===== src/rtl/core/scspa_pkg.sv =====
// shared types and constants of the size class slot pool allocator
package scspa_pkg;

	localparam int NUM_CLASSES_DEF     = 3;
	localparam int SLOTS_PER_CLASS_DEF = 32;

	localparam int NUM_CFG_REGS = 3;
	localparam int CFG_IDX_W    = 2;
	localparam int CFG_DATA_W   = 6;
	localparam int CLS_FIELD_W  = 2;
	localparam int HANDLE_W     = 7;
	localparam int STATUS_W     = 3;

	localparam logic [CFG_IDX_W-1:0] CFG_SLOTS_CLASS0 = 2'd0;
	localparam logic [CFG_IDX_W-1:0] CFG_SLOTS_CLASS1 = 2'd1;
	localparam logic [CFG_IDX_W-1:0] CFG_SLOTS_CLASS2 = 2'd2;

	localparam logic ACT_ALLOC   = 1'b0;
	localparam logic ACT_RELEASE = 1'b1;

	localparam logic [CFG_DATA_W-1:0] SLOTS_RESET = 6'd32;

	typedef enum logic [STATUS_W-1:0] {
		ST_GRANTED   = 3'd0,
		ST_EMPTY     = 3'd1,
		ST_RELEASED  = 3'd2,
		ST_NULL      = 3'd3,
		ST_OUTSIDE   = 3'd4,
		ST_NOT_FOUND = 3'd5
	} status_t;

	typedef struct packed {
		logic capture;
		logic execute;
	} dp_cmd_t;

endpackage


===== src/rtl/core/size_class_slot_pool_allocator_unit.sv =====
// top level of the size class slot pool allocator
// the request register loads when the input transaction is accepted; the result register
//   loads in the execute step, once the output register is free or is being emptied
// a new request is not taken until the previous one has executed, set by the capture and
//   execute steps of the controller around the single bitmap read-modify-write
// a new request is taken while a finished result still waits in the output register
// reset: all slots free, every slot count at 32, no result pending
module size_class_slot_pool_allocator_unit #(
	parameter int NUM_CLASSES     = scspa_pkg::NUM_CLASSES_DEF,
	parameter int SLOTS_PER_CLASS = scspa_pkg::SLOTS_PER_CLASS_DEF
) (
	input  logic                             clk,
	input  logic                             arst_n,
	// request stream
	input  logic                             s_tvalid,
	output logic                             s_tready,
	input  logic [7:0]                       s_tdata,  // handle[6:0], zero pad
	input  logic [3:0]                       s_tuser,  // action, size_class[1:0], handle_present
	// result stream
	output logic                             m_tvalid,
	input  logic                             m_tready,
	output logic [7:0]                       m_tdata,  // granted_handle[6:0], zero pad
	output logic [2:0]                       m_tuser,  // status[2:0]
	// configuration writes
	input  logic                             cfg_we,
	input  logic [scspa_pkg::CFG_IDX_W-1:0]  cfg_index,
	input  logic [scspa_pkg::CFG_DATA_W-1:0] cfg_data
);
	import scspa_pkg::*;

	dp_cmd_t             cmd;
	logic [STATUS_W-1:0] res_status;
	logic [HANDLE_W-1:0] res_granted_handle;

	// controller: accepts a transaction, then executes when the output register frees up
	scspa_ctrl u_ctrl (
		.clk      (clk),
		.arst_n   (arst_n),
		.s_tvalid (s_tvalid),
		.s_tready (s_tready),
		.m_tvalid (m_tvalid),
		.m_tready (m_tready),
		.cmd      (cmd)
	);

	// datapath: handle decode, lowest free slot search, bitmap update
	scspa_dp #(
		.NUM_CLASSES     (NUM_CLASSES),
		.SLOTS_PER_CLASS (SLOTS_PER_CLASS)
	) u_dp (
		.clk                (clk),
		.arst_n             (arst_n),
		.cmd                (cmd),
		.req_action         (s_tuser[0]),
		.req_size_class     (s_tuser[2:1]),
		.req_handle_present (s_tuser[3]),
		.req_handle         (s_tdata[HANDLE_W-1:0]),
		.cfg_we             (cfg_we),
		.cfg_index          (cfg_index),
		.cfg_data           (cfg_data),
		.res_status         (res_status),
		.res_granted_handle (res_granted_handle)
	);

	// pack the result transaction
	assign m_tdata = {1'b0, res_granted_handle};
	assign m_tuser = res_status;

endmodule


===== src/rtl/core/scspa_ctrl.sv =====
// handshake controller of the pool allocator
module scspa_ctrl (
	input  logic              clk,
	input  logic              arst_n,
	input  logic              s_tvalid,
	output logic              s_tready,
	output logic              m_tvalid,
	input  logic              m_tready,
	output scspa_pkg::dp_cmd_t cmd
);
	import scspa_pkg::*;

	typedef enum logic [1:0] {
		S_IDLE = 2'b01,
		S_EXEC = 2'b10
	} ctrl_state_t;

	ctrl_state_t state_q;
	ctrl_state_t state_nxt;
	logic        out_valid_q;
	logic        can_load;

	assign s_tready = (state_q == S_IDLE);
	assign m_tvalid = out_valid_q;
	// output register is free now or is emptied this cycle
	assign can_load = !out_valid_q || m_tready;

	always_comb begin
		state_nxt   = state_q;
		cmd.capture = 1'b0;
		cmd.execute = 1'b0;
		unique case (state_q)
			S_IDLE: begin
				if (s_tvalid) begin
					cmd.capture = 1'b1;
					state_nxt   = S_EXEC;
				end
			end
			S_EXEC: begin
				if (can_load) begin
					cmd.execute = 1'b1;
					state_nxt   = S_IDLE;
				end
			end
			default: state_nxt = S_IDLE;
		endcase
	end

	always_ff @(posedge clk or negedge arst_n) begin
		if (!arst_n) begin
			state_q     <= S_IDLE;
			out_valid_q <= 1'b0;
		end else begin
			state_q <= state_nxt;
			if (cmd.execute) begin
				out_valid_q <= 1'b1;
			end else if (m_tready) begin
				out_valid_q <= 1'b0;
			end
		end
	end

endmodule


===== src/rtl/core/scspa_dp.sv =====
// datapath: request register, slot counts, in-use bitmaps, result register
module scspa_dp #(
	parameter int NUM_CLASSES     = scspa_pkg::NUM_CLASSES_DEF,
	parameter int SLOTS_PER_CLASS = scspa_pkg::SLOTS_PER_CLASS_DEF
) (
	input  logic                                clk,
	input  logic                                arst_n,
	input  scspa_pkg::dp_cmd_t                  cmd,
	input  logic                                req_action,
	input  logic [scspa_pkg::CLS_FIELD_W-1:0]   req_size_class,
	input  logic                                req_handle_present,
	input  logic [scspa_pkg::HANDLE_W-1:0]      req_handle,
	input  logic                                cfg_we,
	input  logic [scspa_pkg::CFG_IDX_W-1:0]     cfg_index,
	input  logic [scspa_pkg::CFG_DATA_W-1:0]    cfg_data,
	output logic [scspa_pkg::STATUS_W-1:0]      res_status,
	output logic [scspa_pkg::HANDLE_W-1:0]      res_granted_handle
);
	import scspa_pkg::*;

	localparam int SLOT_W = (SLOTS_PER_CLASS > 1) ? $clog2(SLOTS_PER_CLASS) : 1;
	localparam int CLS_W  = (NUM_CLASSES > 1) ? $clog2(NUM_CLASSES) : 1;
	localparam logic [CFG_DATA_W-1:0] SLOTS_MAX = CFG_DATA_W'(SLOTS_PER_CLASS);
	localparam logic [HANDLE_W:0] POOL_END = (HANDLE_W + 1)'(NUM_CLASSES * SLOTS_PER_CLASS);

	// captured request
	logic                   act_q;
	logic [CLS_FIELD_W-1:0] cls_req_q;
	logic                   present_q;
	logic [HANDLE_W-1:0]    handle_q;

	logic [CFG_DATA_W-1:0]      cnt_q [NUM_CFG_REGS];
	logic [SLOTS_PER_CLASS-1:0] map_q [NUM_CLASSES];

	logic [STATUS_W-1:0] status_q;
	logic [HANDLE_W-1:0] granted_q;

	logic [CLS_W-1:0]           hcls;
	logic [HANDLE_W:0]          hrem;
	logic [SLOT_W-1:0]          hslot;
	logic                       outside;
	logic                       cls_ok;
	logic [CLS_W-1:0]           addr;
	logic                       addr_ok;
	logic [SLOTS_PER_CLASS-1:0] sel_map;
	logic [CFG_DATA_W-1:0]      sel_cnt;
	logic [CFG_DATA_W-1:0]      eff_cnt;
	logic [SLOTS_PER_CLASS-1:0] usable;
	logic [SLOTS_PER_CLASS-1:0] free_bits;
	logic [SLOTS_PER_CLASS-1:0] lowest;
	logic [SLOT_W-1:0]          free_idx;
	logic [SLOTS_PER_CLASS-1:0] slot_dec;
	logic [HANDLE_W-1:0]        alloc_base;
	logic                       slot_ok;
	status_t                    status_nxt;
	logic [HANDLE_W-1:0]        granted_nxt;
	logic [SLOTS_PER_CLASS-1:0] map_nxt;
	logic                       map_we;

	// handle split into class and slot by compares against class bases
	always_comb begin
		hcls = '0;
		hrem = {1'b0, handle_q};
		for (int k = 0; k < NUM_CLASSES; k++) begin
			if ({1'b0, handle_q} >= (HANDLE_W + 1)'(k * SLOTS_PER_CLASS)) begin
				hcls = CLS_W'(k);
				hrem = {1'b0, handle_q} - (HANDLE_W + 1)'(k * SLOTS_PER_CLASS);
			end
		end
	end

	assign hslot   = hrem[SLOT_W-1:0];
	assign outside = ({1'b0, handle_q} >= POOL_END);
	assign cls_ok  = (32'(cls_req_q) < NUM_CLASSES);
	assign addr    = act_q ? hcls : CLS_W'(cls_req_q);
	assign addr_ok = act_q ? !outside : cls_ok;
	assign sel_map = addr_ok ? map_q[addr] : '0;
	assign sel_cnt = addr_ok ? cnt_q[addr] : '0;
	assign eff_cnt = (sel_cnt > SLOTS_MAX) ? SLOTS_MAX : sel_cnt;
	assign alloc_base = HANDLE_W'(32'(cls_req_q) * SLOTS_PER_CLASS);

	always_comb begin
		for (int i = 0; i < SLOTS_PER_CLASS; i++) begin
			usable[i]   = (CFG_DATA_W'(i) < eff_cnt);
			slot_dec[i] = (hslot == SLOT_W'(i));
		end
	end

	assign free_bits = ~sel_map & usable;
	assign lowest    = free_bits & (~free_bits + 1'b1);

	// encode the one-hot lowest free slot
	always_comb begin
		free_idx = '0;
		for (int i = 0; i < SLOTS_PER_CLASS; i++) begin
			if (lowest[i]) begin
				free_idx = free_idx | SLOT_W'(i);
			end
		end
	end

	assign slot_ok = (CFG_DATA_W'(hslot) < eff_cnt) && sel_map[hslot];

	always_comb begin
		status_nxt  = ST_EMPTY;
		granted_nxt = '0;
		map_nxt     = sel_map;
		map_we      = 1'b0;
		if (act_q == ACT_ALLOC) begin
			if (cls_ok && (free_bits != '0)) begin
				status_nxt  = ST_GRANTED;
				granted_nxt = alloc_base + HANDLE_W'(free_idx);
				map_nxt     = sel_map | lowest;
				map_we      = 1'b1;
			end
		end else if (!present_q) begin
			status_nxt = ST_NULL;
		end else if (outside) begin
			status_nxt = ST_OUTSIDE;
		end else if (!slot_ok) begin
			status_nxt = ST_NOT_FOUND;
		end else begin
			status_nxt = ST_RELEASED;
			map_nxt    = sel_map & ~slot_dec;
			map_we     = 1'b1;
		end
	end

	always_ff @(posedge clk) begin
		if (cmd.capture) begin
			act_q     <= req_action;
			cls_req_q <= req_size_class;
			present_q <= req_handle_present;
			handle_q  <= req_handle;
		end
		if (cmd.execute) begin
			status_q  <= status_nxt;
			granted_q <= granted_nxt;
		end
	end

	always_ff @(posedge clk or negedge arst_n) begin
		if (!arst_n) begin
			for (int i = 0; i < NUM_CFG_REGS; i++) begin
				cnt_q[i] <= SLOTS_RESET;
			end
		end else if (cfg_we) begin
			unique case (cfg_index)
				CFG_SLOTS_CLASS0: cnt_q[0] <= cfg_data;
				CFG_SLOTS_CLASS1: cnt_q[1] <= cfg_data;
				CFG_SLOTS_CLASS2: cnt_q[2] <= cfg_data;
				default: ;
			endcase
		end
	end

	always_ff @(posedge clk or negedge arst_n) begin
		if (!arst_n) begin
			for (int i = 0; i < NUM_CLASSES; i++) begin
				map_q[i] <= '0;
			end
		end else if (cmd.execute && map_we) begin
			map_q[addr] <= map_nxt;
		end
	end

	assign res_status         = status_q;
	assign res_granted_handle = granted_q;

endmodule

===== config.mk =====
export PLATFORM = sky130hd
export DESIGN_NAME = size_class_slot_pool_allocator_unit
export DESIGN_NICKNAME = d
export VERILOG_FILES = /design/src/rtl/core/scspa_pkg.sv /design/src/rtl/core/size_class_slot_pool_allocator_unit.sv /design/src/rtl/core/scspa_ctrl.sv /design/src/rtl/core/scspa_dp.sv
export SDC_FILE = /design/constraint.sdc
export NUM_CORES = 1
export LEC_CHECK = 0
export ABC_AREA = 1
export ABC_CLOCK_PERIOD_IN_PS = 4600
export BUFFER_PORTS_ARGS = -buffer_cell sky130_fd_sc_hd__buf_2
export CORE_ASPECT_RATIO = 1.5
export CORE_MARGIN = 2
export CORE_UTILIZATION = 40
export CTS_BUF_LIST = sky130_fd_sc_hd__clkbuf_16
export DETAILED_ROUTE_END_ITERATION = 8
export MAX_ROUTING_LAYER = met4
export PLACE_DENSITY_LB_ADDON = 0.1
export SLEW_MARGIN = 15
export SYNTH_ARGS = -nofsm -noshare
export SYNTH_HDL_FRONTEND = slang
export SYNTH_HIERARCHICAL = 1
export SYNTH_SLANG_ARGS = --single-unit

===== constraint.sdc =====
create_clock -name clk -period 4.6 [get_ports clk]
set_input_delay 1.38 -clock clk [delete_from_list [all_inputs] [get_ports clk]]
set_output_delay 1.38 -clock clk [all_outputs]
set_load 0.005 [all_outputs]

==> metrics.md <==
| Metric | Value |
|---|---|
| Status | complete, no violations |
| Crit. Startpoint | u_dp/act_q$_DFFE_PP_ |
| Internal | 2.62 mW |
| Post-synth ARST share | 84.8% |
| GRT Total Usage | 28.5% |
| Wire per inst | 18.8 um |
| Initial antenna violation count | 0 |
| Pwr/cell area | 414 nW/um^2 |
| Number of library cell types mapped by synthesis | 37 |
| Worst path max stage delay | 0.47 ns |
| Register area share after synthesis | 39.4% |
| Worst r2r src | u_dp/act_q$_DFFE_PP_ |
| Layout filler cell count | 2447 |
| Final setup skew | 0.00813 ns |
| RD Place Congestion | 1.06 |
| Net Count, Synth | 1388 |
| Syn avg cell area | 6.65 um^2 |
| Die ar. | 23800 um^2 |
| CTS root buffer | clkbuf_16 |
| Crit path DAT | 4.51 ns |
| Die width | 127 um |
| CP max stage cell | edfxtp_1 |
| Layout Nets | 1425 |
| Gr ovfl total | 0 |
| Global-route wire length before repair | 49.7 mm |
| Reg area | 3560 um^2 |
| H-tree levels | 4 |
| CTS tree | built |
| CP Class | register to register |
| Crit-path cells | inv_2, nand2_2, nand2_2, inv_4, nand3_2, nand3_2, nand2_2, nand2_4, inv_2, nand4_1, nand2_1, nand2_1, nor2_2, nand2_1, nor2_2, nand2_2, nand2_4, nand2_4, nand3_4, buf_4, o21ai_1 |
| Unrepaired setup endpoints after global routing | no |
| Detailed Routing Iterations Pass 1 | 5 |
| Top post-synthesis cells by area | dfrtp_1 (31%), nand2_1 (21%), edfxtp_1 (7.0%) |
| Hpwl dp | 24.5 mm |
| CORE AREA | 22300 um^2 |
| Hold WC Path Type | register to register |
| Syn-to-layout area delta | 11.8% |
| 1st-iter DRT viols | 486 |
| Top FF cell, synth | dfrtp_1 |
| Worst Setup Start Kind | register |
| Area after DPL | 9540 um^2 |
| EDFF count, synth | 21 |
| Final WS setup | 0.396 ns |
| Post-synthesis cell area | 9040 um^2 |
| Post-Route Utilization | 45.3% |
| Fin cells | 1684 |
| Hold_sp | u_dp/map_q[91]$_DFFE_PN0P_ |
| Psw | 1.57 mW |
| Worst EP required | 4.90 ns |
| Total chip power | 4.18 mW |
| Worst-path clk slew | 0.06 ns |
| # setup viols final | 0 |
| Dpl ws | 0.400 ns |
| I/O pins | 38 |
| Hold Slack | 0.473 ns |
| Peak supply drop | 0.000278 V |
| Vias in the first global route | 8840 |
| Maxcap violations | 0 |
| ANT nets after route | 0 |
| Initial Util | 40.5% |
| Most common cell after layout, fill and taps aside | nand2_1 |
| Total negative slack | 0 ns |
| Clock power share | 32.2% |
| DRT Wirelength | 31.7 mm |
| Hold-fix buffers at CTS | 0 |
| Slew HR | 51.1% |
| Yosys warns | 6 |
| Hold Vio Cnt, Final | 0 |
| CP Capture Type | register |
| Leading area contributor after synthesis | dfrtp_1 |
| Comb pwr share | 32.0% |
| Post-Place Cells | 1653 |
| Least-Margin Pin Slew | 0.731 ns |
| Sequential Power Share | 35.8% |
| Clk buf depth | 2 |
| Design Area, Final | 10100 um^2 |
| CTS Sinks | 138 |
| Port bufs | 35 |
| Most frequent cells in the layout | nand2_1 (510), nor2_1 (163), inv_1 (139) |
| Period utilization | 91.4% |
| Slew Viols, Final | 0 |
| Period minus WS final | 4.20 ns |
| Sw Share | 37.5% |
| Leak Pwr | 5.28 nW |
| Cts bufs inserted | 17 |
| Crit path max fanout | 41 |
| Rows | 67 |
| DRC Markers | 0 |
| Cell mode on critical path | nand2_2 |
| Post-synthesis cell count | 1359 |
| Peak Freq | 0.238 GHz |
| Largest net degree at the start of global routing | 118 |
| Worst skew pair latency | 0.44 ns |
| ANT cells | 0 |
| Post-synth top area share | 31.3% |
| Footprint of the multi-input gates | 4650 um^2 |
| Share of cells above drive strength 1 | 11.6% |
| Die Y | 188 um |
| Drt via density | 5.14 |
| Vias | 8660 |
| #FFs+latches synth | 138 |
==> Yosys cell counts (3+ instances only) <==
master,number
buf_4,11
a211o_1,6
edfxtp_1,21
nand2_1,510
nand3_2,11
nor3_1,10
o21ai_1,58
inv_2,7
ha_1,4
nor2_4,5
nor2_1,165
buf_2,19
or2_2,17
nand3b_1,10
nand3_1,79
nor2_2,9
buf_6,5
o21ai_0,83
inv_1,135
dfrtp_1,113
nand3_4,5
nand2_2,7
clkbuf_1,13
nand2_4,4
dfstp_2,4
a21oi_1,9
a21o_1,8
nand4_1,18
clkinv_1,3
==> state kept, by name, indices dropped and copies added, names as in the netlist <==
signal and cells:
u_dp/cnt_q 18, u_dp/res_status 3, u_dp/present_q 1, u_dp/handle_q 7, u_dp/cls_req_q 2, u_dp/act_q 1, u_dp/res_granted_handle 7, u_dp/map_q 96
u_ctrl/m_tvalid 1, u_ctrl/state_q 2
==> path summary, 6_finish.rpt <==
path,end,slack [ns],depth (start not counted)
worst min register to register,u_dp/map_q[91]$_DFFE_PN0P_,0.47,2
max in group asynchronous,u_dp/map_q[43]$_DFFE_PN0P_,3.11,2
worst min-delay path,u_dp/map_q[91]$_DFFE_PN0P_,0.47,2
worst max register to register,u_dp/map_q[41]$_DFFE_PN0P_,0.40,21
min in group asynchronous,u_dp/map_q[0]$_DFFE_PN0P_,1.04,2
worst max-delay path,u_dp/map_q[41]$_DFFE_PN0P_,0.40,21
==> per-layer routing <==
| layer | share of wire, % | routed length [um] | GRT usage [%] |
|---|---|---|---|
| met1 | 40 | 12500 | 30.4 |
| met2 | 52 | 16500 | 51.3 |
| met3 | 2.9 | 915 | 3.57 |
| met4 | 5.4 | 1730 | 14.4 |
| met5 | 0 | 0 | - |
==> critical path: cells and delay by family, from the launching register on <==
kind	cells	cell delay, ns
AND/OR/NAND/NOR	16	2.52
buffers and inverters	4	0.89
flip-flops	1	0.47
AO/OA/AOI/OAI	1	0.13
==> final cells by class <==
type | count | area share (%)
clock buffer | 18 | 4.46
clock inverter | 13 | 1.13
inverter | 146 | 5.45
multi-input combinational | 1027 | 46.0
sequential | 138 | 35.3
tap | 276 | 3.42
timing repair buffer | 66 | 4.31
==> power groups by stage <==
stage	combinational [mW]	sequential [mW]	clock, mW
2_1_floorplan	0.904	1.50	0
3_3_place_gp	1.33	1.51	0
3_5_place_dp	1.33	1.52	0
4_1_cts	1.33	1.50	1.38
5_1_grt	1.51	1.52	1.42
6_report	1.34	1.50	1.35
==> timing repair <==
action                     4_1_cts  5_1_grt
gates resized for setup          0        1
setup endpoints to repair        0        1
buffers inserted                 0        0
==> cells by family after synthesis <==
| logic type | after synthesis | synth area share [%] |
|---|---|---|
| AND/OR/NAND/NOR | 854 | 40.9 |
| buffers and inverters | 194 | 9.22 |
| AO/OA/AOI/OAI | 168 | 9.87 |
| flip-flops | 138 | 39.4 |
| adder cells (fa/ha/maj) | 4 | 0.554 |
| other | 1 | 0.0415 |
Note: power is estimated with default switching activity, not from simulation.
